$ cat src/rtl/core/pmt_pkg.sv
// ----------------------------------------------------------------------------
// pmt_pkg
// Types and constants of the program map section parser.
// ----------------------------------------------------------------------------
package pmt_pkg;

    localparam int TDATA_W = 72;

    typedef enum logic [3:0] {
        PH_IDLE  = 4'd0,
        PH_HDR   = 4'd1,
        PH_PROG  = 4'd2,
        PH_ES0   = 4'd3,
        PH_ES1   = 4'd4,
        PH_ES2   = 4'd5,
        PH_ES3   = 4'd6,
        PH_ES4   = 4'd7,
        PH_TAG   = 4'd8,
        PH_LEN   = 4'd9,
        PH_SKIP  = 4'd10,
        PH_LANG0 = 4'd11,
        PH_LANG1 = 4'd12,
        PH_LANG2 = 4'd13,
        PH_LANG3 = 4'd14,
        PH_DONE  = 4'd15
    } phase_t;

    typedef enum logic [2:0] {
        SQ_IDLE,
        SQ_PROC,
        SQ_SCAN_RD,
        SQ_SCAN_CMP,
        SQ_EMIT
    } seq_t;

    typedef enum logic [2:0] {
        KIND_HEADER = 3'd0,
        KIND_STREAM = 3'd1,
        KIND_LANG   = 3'd2,
        KIND_BAD_ID = 3'd3,
        KIND_FULL   = 3'd4
    } kind_t;

    localparam logic [7:0]  TAG_ISO639    = 8'h0A;
    localparam logic [7:0]  LANG_MIN_LEN  = 8'd4;
    localparam logic [7:0]  TABLE_ID_RST  = 8'd2;
    localparam logic [11:0] POS_SECT_LEN  = 12'd2;
    localparam logic [11:0] POS_HDR_END   = 12'd11;

endpackage

$ cat src/rtl/core/pmt_section_parser.sv
// ----------------------------------------------------------------------------
// pmt_section_parser
// Program map section parser with a persistent elementary stream PID table.
// ----------------------------------------------------------------------------
// Section bytes enter on the s_ channel, one item per byte, s_tuser high on
// the table id byte. Results leave on the m_ channel: m_tuser carries the
// kind, m_tdata the other fields. cfg_we writes the expected table id.
//
// Every byte is taken in the idle state and processed in the next cycle. The
// fifth byte of an elementary stream entry also walks the PID table through
// its single registered read port, a read step and a compare step a stored
// entry. A result passes through the emit step into the output register,
// after which the next byte is taken.
//
// Reset clears the parser state, the PID table count and the language flags,
// and sets the expected table id to 2. While the receiver stalls a result
// holds in the output register; a byte that yields another result waits in
// the sequencer until the register frees, and no byte is taken meanwhile.
// ----------------------------------------------------------------------------
module pmt_section_parser #(
    parameter int MAX_STREAMS = 16
) (
    input  logic                        aclk,
    input  logic                        aresetn,
    input  logic                        s_tvalid,
    output logic                        s_tready,
    input  logic [7:0]                  s_tdata,   // data_byte
    input  logic                        s_tuser,   // section_start
    output logic                        m_tvalid,
    input  logic                        m_tready,
    // pid[12:0], strm_type[20:13], info_length[30:21], entry_index[34:31],
    // is_new[35], language_code[59:36], aud_type[67:60], zero[71:68]
    output logic [pmt_pkg::TDATA_W-1:0] m_tdata,
    output logic [2:0]                  m_tuser,   // kind
    input  logic                        cfg_we,
    input  logic [7:0]                  cfg_wdata
);

    localparam int IDXW = (MAX_STREAMS > 1) ? $clog2(MAX_STREAMS) : 1;
    localparam int CNTW = $clog2(MAX_STREAMS + 1);
    localparam logic [CNTW-1:0] CountMax = CNTW'(MAX_STREAMS);

    function automatic logic [3:0] idx4(input logic [IDXW-1:0] i);
        logic [IDXW+3:0] w;
        w = {4'b0000, i};
        return w[3:0];
    endfunction

    function automatic pmt_pkg::phase_t after_desc(input logic [9:0] skip,
                                                   input logic [7:0] desc,
                                                   input pmt_pkg::phase_t cont);
        if (skip == 10'd0) begin
            return pmt_pkg::PH_ES0;
        end else if (desc == 8'd0) begin
            return pmt_pkg::PH_TAG;
        end
        return cont;
    endfunction

    pmt_pkg::seq_t   sq_reg, sq_next;
    pmt_pkg::phase_t phase_reg, phase_next;
    logic [7:0]      exp_id_reg;
    logic [7:0]      byte_reg, byte_next;
    logic            start_reg, start_next;
    logic [11:0]     pos_reg, pos_next;
    logic [11:0]     loop_end_reg, loop_end_next;
    logic [9:0]      skip_reg, skip_next;
    logic [7:0]      desc_reg, desc_next;
    logic [7:0]      tag_reg, tag_next;
    logic [39:0]     hs_reg, hs_next;
    logic [CNTW-1:0] count_reg, count_next;
    logic [CNTW-1:0] scan_idx_reg, scan_idx_next;
    logic [IDXW-1:0] slot_reg, slot_next;
    logic            slot_ok_reg, slot_ok_next;
    logic [12:0]     cur_pid_reg, cur_pid_next;
    logic [MAX_STREAMS-1:0] lang_seen_reg, lang_seen_next;

    logic [12:0]     pid_mem [MAX_STREAMS];
    logic [12:0]     rd_data_reg;
    logic            mem_we;

    pmt_pkg::kind_t  res_kind_reg, res_kind_next;
    logic [12:0]     res_pid_reg, res_pid_next;
    logic [7:0]      res_st_reg, res_st_next;
    logic [9:0]      res_ilen_reg, res_ilen_next;
    logic [3:0]      res_idx_reg, res_idx_next;
    logic            res_new_reg, res_new_next;
    logic [23:0]     res_lang_reg, res_lang_next;
    logic [7:0]      res_atype_reg, res_atype_next;

    logic            m_valid_reg, m_valid_next;
    logic            out_load;
    pmt_pkg::kind_t  out_kind_reg;
    logic [12:0]     out_pid_reg;
    logic [7:0]      out_st_reg;
    logic [9:0]      out_ilen_reg;
    logic [3:0]      out_idx_reg;
    logic            out_new_reg;
    logic [23:0]     out_lang_reg;
    logic [7:0]      out_atype_reg;

    logic [39:0]     hs_shift;
    logic [11:0]     sect_len;
    logic [9:0]      skip_dec;
    logic [7:0]      desc_dec;
    logic            cap;

    assign s_tready = (sq_reg == pmt_pkg::SQ_IDLE);
    assign m_tvalid = m_valid_reg;
    assign m_tuser  = out_kind_reg;
    assign m_tdata  = {4'b0000, out_atype_reg, out_lang_reg, out_new_reg, out_idx_reg,
                       out_ilen_reg, out_st_reg, out_pid_reg};

    assign hs_shift = {hs_reg[31:0], byte_reg};
    assign sect_len = hs_shift[11:0];
    assign skip_dec = skip_reg - 10'd1;
    assign desc_dec = desc_reg - 8'd1;
    assign cap      = (tag_reg == pmt_pkg::TAG_ISO639) && (byte_reg >= pmt_pkg::LANG_MIN_LEN)
                      && slot_ok_reg && !lang_seen_reg[slot_reg];

    always_comb begin
        sq_next        = sq_reg;
        phase_next     = phase_reg;
        byte_next      = byte_reg;
        start_next     = start_reg;
        pos_next       = pos_reg;
        loop_end_next  = loop_end_reg;
        skip_next      = skip_reg;
        desc_next      = desc_reg;
        tag_next       = tag_reg;
        hs_next        = hs_reg;
        count_next     = count_reg;
        scan_idx_next  = scan_idx_reg;
        slot_next      = slot_reg;
        slot_ok_next   = slot_ok_reg;
        cur_pid_next   = cur_pid_reg;
        lang_seen_next = lang_seen_reg;
        mem_we         = 1'b0;
        res_kind_next  = res_kind_reg;
        res_pid_next   = res_pid_reg;
        res_st_next    = res_st_reg;
        res_ilen_next  = res_ilen_reg;
        res_idx_next   = res_idx_reg;
        res_new_next   = res_new_reg;
        res_lang_next  = res_lang_reg;
        res_atype_next = res_atype_reg;
        m_valid_next   = m_valid_reg && !m_tready;
        out_load       = 1'b0;

        case (sq_reg)
            pmt_pkg::SQ_IDLE: begin
                if (s_tvalid) begin
                    byte_next  = s_tdata;
                    start_next = s_tuser;
                    sq_next    = pmt_pkg::SQ_PROC;
                end
            end
            pmt_pkg::SQ_PROC: begin
                sq_next        = pmt_pkg::SQ_IDLE;
                res_kind_next  = pmt_pkg::KIND_HEADER;
                res_pid_next   = 13'd0;
                res_st_next    = 8'd0;
                res_ilen_next  = 10'd0;
                res_idx_next   = 4'd0;
                res_new_next   = 1'b0;
                res_lang_next  = 24'd0;
                res_atype_next = 8'd0;
                if (start_reg) begin
                    pos_next = 12'd1;
                    hs_next  = 40'd0;
                    if (byte_reg != exp_id_reg) begin
                        phase_next    = pmt_pkg::PH_IDLE;
                        res_kind_next = pmt_pkg::KIND_BAD_ID;
                        sq_next       = pmt_pkg::SQ_EMIT;
                    end else begin
                        phase_next = pmt_pkg::PH_HDR;
                    end
                end else if (phase_reg == pmt_pkg::PH_IDLE || phase_reg == pmt_pkg::PH_DONE) begin
                    sq_next = pmt_pkg::SQ_IDLE;
                end else if (phase_reg == pmt_pkg::PH_HDR) begin
                    hs_next  = hs_shift;
                    pos_next = pos_reg + 12'd1;
                    if (pos_reg == pmt_pkg::POS_SECT_LEN) begin
                        loop_end_next = (sect_len != 12'd0) ? sect_len - 12'd1 : 12'd0;
                    end else if (pos_reg == pmt_pkg::POS_HDR_END) begin
                        skip_next     = hs_shift[9:0];
                        phase_next    = (hs_shift[9:0] != 10'd0) ? pmt_pkg::PH_PROG
                                                                 : pmt_pkg::PH_ES0;
                        res_pid_next  = hs_shift[28:16];
                        res_ilen_next = hs_shift[9:0];
                        sq_next       = pmt_pkg::SQ_EMIT;
                    end
                end else if (pos_reg >= loop_end_reg) begin
                    phase_next = pmt_pkg::PH_DONE;
                end else begin
                    pos_next = pos_reg + 12'd1;
                    case (phase_reg)
                        pmt_pkg::PH_PROG: begin
                            skip_next = skip_dec;
                            if (skip_dec == 10'd0) begin
                                phase_next = pmt_pkg::PH_ES0;
                            end
                        end
                        pmt_pkg::PH_ES0, pmt_pkg::PH_ES1, pmt_pkg::PH_ES2,
                        pmt_pkg::PH_ES3: begin
                            hs_next    = hs_shift;
                            phase_next = pmt_pkg::phase_t'(phase_reg + 4'd1);
                        end
                        pmt_pkg::PH_ES4: begin
                            hs_next       = hs_shift;
                            skip_next     = hs_shift[9:0];
                            phase_next    = (hs_shift[9:0] != 10'd0) ? pmt_pkg::PH_TAG
                                                                     : pmt_pkg::PH_ES0;
                            cur_pid_next  = hs_shift[28:16];
                            scan_idx_next = '0;
                            sq_next       = pmt_pkg::SQ_SCAN_RD;
                        end
                        pmt_pkg::PH_TAG: begin
                            tag_next   = byte_reg;
                            skip_next  = skip_dec;
                            phase_next = (skip_dec != 10'd0) ? pmt_pkg::PH_LEN
                                                             : pmt_pkg::PH_ES0;
                        end
                        pmt_pkg::PH_LEN: begin
                            desc_next  = byte_reg;
                            skip_next  = skip_dec;
                            hs_next    = 40'd0;
                            phase_next = after_desc(skip_dec, byte_reg,
                                                    cap ? pmt_pkg::PH_LANG0 : pmt_pkg::PH_SKIP);
                        end
                        pmt_pkg::PH_SKIP: begin
                            desc_next  = desc_dec;
                            skip_next  = skip_dec;
                            phase_next = after_desc(skip_dec, desc_dec, pmt_pkg::PH_SKIP);
                        end
                        pmt_pkg::PH_LANG0, pmt_pkg::PH_LANG1, pmt_pkg::PH_LANG2: begin
                            hs_next    = hs_shift;
                            desc_next  = desc_dec;
                            skip_next  = skip_dec;
                            phase_next = after_desc(skip_dec, desc_dec,
                                                    pmt_pkg::phase_t'(phase_reg + 4'd1));
                        end
                        pmt_pkg::PH_LANG3: begin
                            hs_next    = hs_shift;
                            desc_next  = desc_dec;
                            skip_next  = skip_dec;
                            phase_next = after_desc(skip_dec, desc_dec, pmt_pkg::PH_SKIP);
                            if (slot_ok_reg) begin
                                lang_seen_next[slot_reg] = 1'b1;
                                res_kind_next  = pmt_pkg::KIND_LANG;
                                res_pid_next   = cur_pid_reg;
                                res_idx_next   = idx4(slot_reg);
                                res_lang_next  = hs_shift[31:8];
                                res_atype_next = hs_shift[7:0];
                                sq_next        = pmt_pkg::SQ_EMIT;
                            end
                        end
                        default: begin
                            phase_next = phase_reg;
                        end
                    endcase
                end
            end
            pmt_pkg::SQ_SCAN_RD: begin
                res_pid_next   = hs_reg[28:16];
                res_st_next    = hs_reg[39:32];
                res_ilen_next  = hs_reg[9:0];
                res_lang_next  = 24'd0;
                res_atype_next = 8'd0;
                if (scan_idx_reg == count_reg) begin
                    sq_next = pmt_pkg::SQ_EMIT;
                    if (count_reg != CountMax) begin
                        mem_we                              = 1'b1;
                        lang_seen_next[count_reg[IDXW-1:0]] = 1'b0;
                        count_next    = count_reg + CNTW'(1);
                        slot_next     = count_reg[IDXW-1:0];
                        slot_ok_next  = 1'b1;
                        res_kind_next = pmt_pkg::KIND_STREAM;
                        res_idx_next  = idx4(count_reg[IDXW-1:0]);
                        res_new_next  = 1'b1;
                    end else begin
                        slot_ok_next  = 1'b0;
                        res_kind_next = pmt_pkg::KIND_FULL;
                        res_idx_next  = 4'd0;
                        res_new_next  = 1'b0;
                    end
                end else begin
                    sq_next = pmt_pkg::SQ_SCAN_CMP;
                end
            end
            pmt_pkg::SQ_SCAN_CMP: begin
                if (rd_data_reg == cur_pid_reg) begin
                    slot_next     = scan_idx_reg[IDXW-1:0];
                    slot_ok_next  = 1'b1;
                    res_kind_next = pmt_pkg::KIND_STREAM;
                    res_idx_next  = idx4(scan_idx_reg[IDXW-1:0]);
                    res_new_next  = 1'b0;
                    sq_next       = pmt_pkg::SQ_EMIT;
                end else begin
                    scan_idx_next = scan_idx_reg + CNTW'(1);
                    sq_next       = pmt_pkg::SQ_SCAN_RD;
                end
            end
            pmt_pkg::SQ_EMIT: begin
                if (!m_valid_reg || m_tready) begin
                    out_load     = 1'b1;
                    m_valid_next = 1'b1;
                    sq_next      = pmt_pkg::SQ_IDLE;
                end
            end
            default: begin
                sq_next = pmt_pkg::SQ_IDLE;
            end
        endcase
    end

    always_ff @(posedge aclk) begin
        if (!aresetn) begin
            sq_reg        <= pmt_pkg::SQ_IDLE;
            phase_reg     <= pmt_pkg::PH_IDLE;
            exp_id_reg    <= pmt_pkg::TABLE_ID_RST;
            start_reg     <= 1'b0;
            pos_reg       <= 12'd0;
            loop_end_reg  <= 12'd0;
            skip_reg      <= 10'd0;
            desc_reg      <= 8'd0;
            tag_reg       <= 8'd0;
            hs_reg        <= 40'd0;
            count_reg     <= '0;
            scan_idx_reg  <= '0;
            slot_reg      <= '0;
            slot_ok_reg   <= 1'b0;
            lang_seen_reg <= '0;
            m_valid_reg   <= 1'b0;
        end else begin
            sq_reg        <= sq_next;
            phase_reg     <= phase_next;
            if (cfg_we) begin
                exp_id_reg <= cfg_wdata;
            end
            start_reg     <= start_next;
            pos_reg       <= pos_next;
            loop_end_reg  <= loop_end_next;
            skip_reg      <= skip_next;
            desc_reg      <= desc_next;
            tag_reg       <= tag_next;
            hs_reg        <= hs_next;
            count_reg     <= count_next;
            scan_idx_reg  <= scan_idx_next;
            slot_reg      <= slot_next;
            slot_ok_reg   <= slot_ok_next;
            lang_seen_reg <= lang_seen_next;
            m_valid_reg   <= m_valid_next;
        end
    end

    always_ff @(posedge aclk) begin
        byte_reg       <= byte_next;
        cur_pid_reg    <= cur_pid_next;
        res_kind_reg   <= res_kind_next;
        res_pid_reg    <= res_pid_next;
        res_st_reg     <= res_st_next;
        res_ilen_reg   <= res_ilen_next;
        res_idx_reg    <= res_idx_next;
        res_new_reg    <= res_new_next;
        res_lang_reg   <= res_lang_next;
        res_atype_reg  <= res_atype_next;
        if (out_load) begin
            out_kind_reg  <= res_kind_reg;
            out_pid_reg   <= res_pid_reg;
            out_st_reg    <= res_st_reg;
            out_ilen_reg  <= res_ilen_reg;
            out_idx_reg   <= res_idx_reg;
            out_new_reg   <= res_new_reg;
            out_lang_reg  <= res_lang_reg;
            out_atype_reg <= res_atype_reg;
        end
    end

    always_ff @(posedge aclk) begin
        if (mem_we) begin
            pid_mem[count_reg[IDXW-1:0]] <= cur_pid_reg;
        end
        rd_data_reg <= pid_mem[scan_idx_reg[IDXW-1:0]];
    end

    a_one_item: assert property (@(posedge aclk) disable iff (!aresetn)
        (s_tvalid && s_tready) |=> !s_tready)
        else $error("item taken while previous item still in progress");

    a_count_bound: assert property (@(posedge aclk) disable iff (!aresetn)
        count_reg <= CountMax)
        else $error("PID table count beyond capacity");

    a_scan_bound: assert property (@(posedge aclk) disable iff (!aresetn)
        (sq_reg == pmt_pkg::SQ_SCAN_RD || sq_reg == pmt_pkg::SQ_SCAN_CMP)
        |-> scan_idx_reg <= count_reg)
        else $error("PID table scan past stored entries");

    a_lang_marked: assert property (@(posedge aclk) disable iff (!aresetn)
        (sq_reg == pmt_pkg::SQ_EMIT && res_kind_reg == pmt_pkg::KIND_LANG)
        |-> (slot_ok_reg && lang_seen_reg[slot_reg]))
        else $error("language result without its stream marked as seen");

    a_out_source: assert property (@(posedge aclk) disable iff (!aresetn)
        $rose(m_valid_reg) |-> $past(sq_reg == pmt_pkg::SQ_EMIT))
        else $error("result presented without passing the emit step");

endmodule

$ cat config.mk
export PLATFORM = sky130hd
export DESIGN_NAME = pmt_section_parser
export DESIGN_NICKNAME = d
export VERILOG_FILES = /design/src/rtl/core/pmt_pkg.sv /design/src/rtl/core/pmt_section_parser.sv
export SDC_FILE = /design/constraint.sdc
export NUM_CORES = 1
export LEC_CHECK = 0
export ABC_AREA = 1
export BUFFER_PORTS_ARGS = -buffer_cell sky130_fd_sc_hd__clkbuf_2
export CAP_MARGIN = 5
export CORE_MARGIN = 10
export CORE_UTILIZATION = 55
export DETAILED_ROUTE_END_ITERATION = 8
export GPL_ROUTABILITY_DRIVEN = 0
export HOLD_SLACK_MARGIN = 0.06
export PLACE_DENSITY = 0.75
export SETUP_SLACK_MARGIN = 0.2
export SKIP_LAST_GASP = 1
export SLEW_MARGIN = 20
export SYNTH_ARGS = -nofsm -noshare
export SYNTH_HDL_FRONTEND = slang
export SYNTH_SLANG_ARGS = --single-unit
$ cat constraint.sdc
create_clock -name aclk -period 4.1 [get_ports aclk]
set_input_delay 0.82 -clock aclk [delete_from_list [all_inputs] [get_ports aclk]]
set_output_delay 0.82 -clock aclk [all_outputs]
set_load 0.01 [all_outputs]
==> results.json, run 1 <==
{
  "status": "finished, final reports clean",
  "maxSlewViolCount": 0,
  "fin_hold_ws_ns": 0.394,
  "ir_worst_vdd_v": 0.000328,
  "die_h_um": 221,
  "cts_resized": 0,
  "post_cts_buffers": 0,
  "cp-end-kind": "flip-flop",
  "ys_types": 50,
  "rows": 73,
  "worst-path-max-fanout": 41,
  "cp-startpoint": "pos_reg[0]$_SDFFE_PN0P_",
  "drive_gt1_share_pct": 11.5,
  "tightestPinTransition_ns": 1.16,
  "syn_area_mm2": 0.0221,
  "layout_commonest_cell": "edfxtp_1",
  "period_share_pct": 86.8,
  "drc": 0,
  "design.core.area_mm2": 0.0397,
  "relSlewSlack_pct": 22.1,
  "grt_pass1_wl_um": 85900,
  "nets": 2291,
  "start_kind": "flip-flop",
  "hold_class": "in -> reg",
  "rrSetupSlack_ns": 0.54,
  "regToRegStartpoint": "pos_reg[0]$_SDFFE_PN0P_",
  "die_w_um": 221,
  "grt_overflow": 0,
  "die-area_mm2": 0.0486,
  "maxCapViolCount": 0,
  "critPathArrivalTime_ns": 4.09,
  "drt_wl_total_um": 54900,
  "cts_max_level": 2,
  "wl_per_cell_um": 19.6,
  "track_usage_pct": 22.3,
  "dp_hpwl_um": 34500,
  "grt_setup_unrepaired": "false",
  "cts_buffers": 50,
  "final.setup.tns_ns": 0,
  "vias_per_cell": 5.83,
  "largest_register_ffs": 208,
  "worstPathRequired_ns": 4.63,
  "min_path_cells": 1,
  "hold_path_end": "byte_reg[6]$_DFFE_PP_",
  "port_buffers": 94,
  "power.total_mw": 10.9,
  "final_hold_viol_count": 0,
  "cts_tree": "done",
  "synth-edff-count": 371,
  "synthCells": 2150,
  "synthArstFlopShare_pct": 0,
  "postRouteAntennaNets": 0,
  "cts_sinks": 522,
  "start_util_pct": 55.6,
  "power.density_mw_per_mm2": 440,
  "reg2reg_to": "hs_reg[22]$_SDFFE_PN0P_",
  "drtIter0Drc": 2013,
  "hold_buffers": 0,
  "avgSynthCellArea_um2": 10.3,
  "ys_seq_elements": 522,
  "clock_latency_ns": 0.61,
  "vias": 16300,
  "antenna_found_initial": 1,
  "drt_first_pass_iters": 6,
  "r2r_cells": 15,
  "area_growth_pct": 12.3,
  "finClkSkew_ns": 0.0251,
  "io_pins": 99,
  "clock-root-buffer": "clkbuf_16",
  "ys_seq_area_share_pct": 64.1,
  "grt_pass1_vias": 15800,
  "hold_start": "s_tdata[6]",
  "synthFlopType": "edfxtp_1",
  "setup_viol": 0,
  "cts.path.max_buffers": 3,
  "layout_common_cells": "edfxtp_1, nor2_1, nand2_1",
  "grt_max_degree": 108,
  "ys.warnings.count": 0,
  "p_leak_nw": 9.19,
  "timing.fmax_mhz": 281,
  "min_period_ns": 3.56,
  "antenna_cells": 0,
  "clkTransAtPathRegs_ns": 0.06,
  "critPathKind": "reg -> reg"
}
==> power breakdown <==
group | switching, mW | internal, mW | total, mW
combinational | 0.370 | 0.140 | 0.509
clock | 1.97 | 2.71 | 4.68
sequential | 0.0516 | 5.70 | 5.75
total | 2.39 | 8.55 | 10.9
==> cell families (layout without fill, tap and decap cells) <==
| kind of cell | after synthesis | after routing | share of synthesized area, % |
|---|---|---|---|
| DFF | 522 | 522 | 64.1 |
| adders and majority gates | 29 | 29 | 1.64 |
| AOI/OAI and AO/OA | 496 | 496 | 12.6 |
| buffers and inverters | 293 | 420 | 5.33 |
| and+or+nand+nor | 768 | 768 | 14.7 |
| xor gates and xnor gates | 41 | 41 | 1.62 |
| other | 1 | 4 | 0.0170 |
==> per-layer routing <==
layer	vias to the layer above	part of all wire, %	track usage (%)
met4	2	3.1	8.03
met2	841	49	37.4
li1	7612	-	-
met5	-	0.018	0
met3	137	8.6	3.33
met1	7753	39	29.0
==> Yosys cell counts (13+ instances only) <==
cell,count,share of area [%]
edfxtp_1,371,50
nor2_1,321,5.4
nand2_1,278,4.7
o21ai_0,201,4.5
inv_1,179,3.0
dfxtp_1,151,14
a21oi_1,125,2.8
nand3_1,76,1.7
clkbuf_1,65,1.1
o22ai_1,54,1.5
o21ai_1,48,1.1
nor3_1,34,0.77
ha_1,29,1.6
xor2_1,28,1.1
o221ai_1,20,0.79
o211ai_1,18,0.61
buf_2,17,0.38
nand4_1,16,0.45
inv_2,13,0.22
xnor2_1,13,0.51
==> per-stage QoR <==
step | worst slack (ns) | instances | cell area [um2] | utilization [%]
final | 0.539 | 2805 | 24800 | 62.5
after global routing | 0.233 | 2805 | 24800 | 62.5
after CTS | 0.649 | 2805 | 24800 | 62.5
after detailed placement | 0.663 | 2713 | 23200 | 58.3
after global placement | 0.865 | 2713 | 23200 | 58.3
after floorplan | 0.829 | 2153 | 22100 | -
==> how the worst max path moves through the flow <==
stage / to / cells past startpoint
final: hs_reg[22]$_SDFFE_PN0P_ / 15
after global routing: hs_reg[22]$_SDFFE_PN0P_ / 15
after CTS: hs_reg[24]$_SDFFE_PN0P_ / 15
after detailed placement: hs_reg[36]$_SDFFE_PN0P_ / 15
after global placement: hs_reg[26]$_SDFFE_PN0P_ / 15
after floorplan: lang_seen_reg[2]$_SDFFE_PN0P_ / 12
==> final cells by class <==
| type | instances | area, um2 |
|---|---|---|
| fill | 3085 | 14900 |
| sequential | 522 | 14200 |
| multi-input combinational | 1338 | 6850 |
| clock buffer | 68 | 1360 |
| timing repair buffer | 135 | 778 |
| inverter | 193 | 724 |
| tap | 525 | 657 |
| clock inverter | 24 | 310 |
==> critical path: stages, from the launching register on <==
cell and delay (ns):
dfxtp_1 0.42, inv_1 0.12, ha_1 0.20, inv_1 0.05, a21oi_1 0.05, o21ai_0 0.17
nand3_1 0.08, and2_1 0.18, nand2_1 0.20, nand2_1 0.11, nand2_1 0.38, inv_2 0.24
nand2_2 0.61, buf_4 0.35, o21ai_1 0.10, a21oi_1 0.21
Power figures use the tool's default switching activity.
==> run 2, diff against run 1 <==
MAX_ROUTING_LAYER = met4   (was not set)
==> results.json, run 2 (synthesis gave the netlist of run 1 again) <==
{
  "worst-path-max-fanout": 41,
  "drt_wl_total_um": 54800,
  "nFillCells": 3084,
  "met1_usage_pct": 29.0,
  "drc": 0,
  "hold_buffers": 0,
  "die_h_um": 221,
  "dp_hpwl_um": 34500,
  "area_growth_pct": 12.4,
  "clkTransAtPathRegs_ns": 0.06,
  "placed_cell_area_mm2": 0.0232,
  "cp_slowest_cell": "nand2_2",
  "relSlewSlack_pct": 22.8,
  "clock_latency_ns": 0.61,
  "ir_worst_vdd_v": 0.000330,
  "rows": 73,
  "final.setup.tns_ns": 0,
  "cts_resized": 0,
  "critPathArrivalTime_ns": 4.06,
  "antenna_found_initial": 1,
  "die_w_um": 221,
  "grt_util_met2_pct": 37.5,
  "cts_max_level": 2,
  "post_cts_buffers": 0,
  "start_util_pct": 55.6,
  "layout_commonest_cell": "edfxtp_1",
  "grt-busiest-layer": "met2",
  "largest_register_ffs": 208,
  "maxCapViolCount": 0,
  "stdcell_area_mm2": 0.0248,
  "hold_class": "reg -> reg",
  "min_path_cells": 0,
  "grt_overflow": 0,
  "fin_hold_ws_ns": 0.397,
  "grt_max_degree": 108,
  "nets": 2291,
  "finClkSkew_ns": 0.0251,
  "rrSetupSlack_ns": 0.57,
  "grt_pass1_vias": 15800,
  "vias_per_cell": 5.84,
  "hold_path_end": "out_lang_reg[15]$_DFFE_PP_",
  "drt_first_pass_iters": 5,
  "cp-end-kind": "flip-flop",
  "final_hold_viol_count": 0,
  "use_met3_pct": 3.15,
  "cts_buffers": 50,
  "setup_viol": 0,
  "grt_pass1_wl_um": 85800,
  "multi_input_area_mm2": 0.00685,
  "vias": 16400,
  "port_buffers": 94,
  "maxSlewViolCount": 0,
  "track_usage_pct": 22.9,
  "postRouteAntennaNets": 0,
  "timing.fmax_mhz": 283,
  "cts_sinks": 522,
  "regArea_mm2": 0.0142,
  "grt_setup_unrepaired": "false",
  "cts.path.max_buffers": 3,
  "reg2reg_to": "hs_reg[19]$_SDFFE_PN0P_",
  "wl_per_cell_um": 19.5,
  "drtIter0Drc": 1838,
  "power.density_mw_per_mm2": 440,
  "hold_start": "res_lang_reg[15]$_SDFFCE_PP0P_",
  "r2r_cells": 15,
  "period_share_pct": 86.1,
  "worstPathRequired_ns": 4.63,
  "regToRegStartpoint": "pos_reg[0]$_SDFFE_PN0P_",
  "design.core.area_mm2": 0.0397,
  "clock-root-buffer": "clkbuf_16",
  "tightestPinTransition_ns": 1.15,
  "layout_common_cells": "edfxtp_1, nor2_1, nand2_1",
  "drive_gt1_share_pct": 11.5,
  "critPathKind": "reg -> reg",
  "cts_tree": "done",
  "max_stage_delay_ns": 0.60,
  "io_pins": 99,
  "crit_chain": "inv_1 > ha_1 > inv_1 > a21oi_1 > o21ai_0 > nand3_1 > and2_1 > nand2_1 > nand2_1 > nand2_1 > inv_2 > nand2_2 > buf_4 > o21ai_1 > a21oi_1",
  "cpMostUsedCell": "nand2_1",
  "status": "finished, final reports clean",
  "p_leak_nw": 9.19,
  "die-area_mm2": 0.0486,
  "min_period_ns": 3.53,
  "start_kind": "flip-flop"
}
## run 2: changes by cell type in the layout (fill, tap and decap cells not counted)
cell	delta
diode_2	+1
## run 2: layout make-up
| cell class | instances | area share (%) |
|---|---|---|
| clock inverters | 24 | 1.25 |
| well taps | 525 | 2.64 |
| flip-flops and latches | 522 | 57.0 |
| multi-input cells | 1338 | 27.6 |
| clock buffers | 68 | 5.47 |
| repair buffers | 135 | 3.13 |
| inverters | 193 | 2.92 |
| diodes | 1 | 0.0101 |
## run 2: how the worst max path moves through the flow
stage | slack (ns) | from | endpoint
2_1_floorplan | 0.83 | sq_reg[1]$_SDFFE_PN0P_ | lang_seen_reg[2]$_SDFFE_PN0P_
3_3_place_gp | 0.86 | pos_reg[0]$_SDFFE_PN0P_ | hs_reg[26]$_SDFFE_PN0P_
3_5_place_dp | 0.66 | pos_reg[0]$_SDFFE_PN0P_ | hs_reg[36]$_SDFFE_PN0P_
4_1_cts | 0.65 | pos_reg[0]$_SDFFE_PN0P_ | hs_reg[24]$_SDFFE_PN0P_
5_1_grt | 0.24 | pos_reg[0]$_SDFFE_PN0P_ | hs_reg[22]$_SDFFE_PN0P_
6_report | 0.57 | pos_reg[0]$_SDFFE_PN0P_ | hs_reg[19]$_SDFFE_PN0P_
## run 2: stage by stage
stage | total power [mW] | worst slack, ns | utilization, % | std cells
after global placement | 6.34 | 0.865 | 58.3 | 2713
after global routing | 11.3 | 0.237 | 62.5 | 2806
after CTS | 11.0 | 0.649 | 62.5 | 2805
after detailed placement | 6.36 | 0.663 | 58.3 | 2713
final | 10.9 | 0.568 | 62.5 | 2806
after floorplan | 6.22 | 0.829 | - | 2153
## run 2: metal layers
metal / wire (um) / vias to the layer above / part of all wire (%)
met1: 21500 / 7873 / 39
li1: - / 7611 / -
met2: 27300 / 777 / 50
met4: 1480 / 0 / 2.7
met3: 4480 / 114 / 8.2
met5: 0 / - / 0
## run 2: worst max-delay path: cells and delay by family, from the launching register on
kind	cells	cell delay (ns)
flip-flops	1	0.41
AO/OA/AOI/OAI	4	0.53
buffers and inverters	4	0.76
AND/OR/NAND/NOR	6	1.55
adder cells (fa/ha/maj)	1	0.20
## run 2: power breakdown
part / internal (mW) / switching (mW) / total, mW
sequential: 5.70 / 0.0516 / 5.75
combinational: 0.140 / 0.370 / 0.509
clock: 2.71 / 1.96 / 4.68
total: 8.55 / 2.39 / 10.9
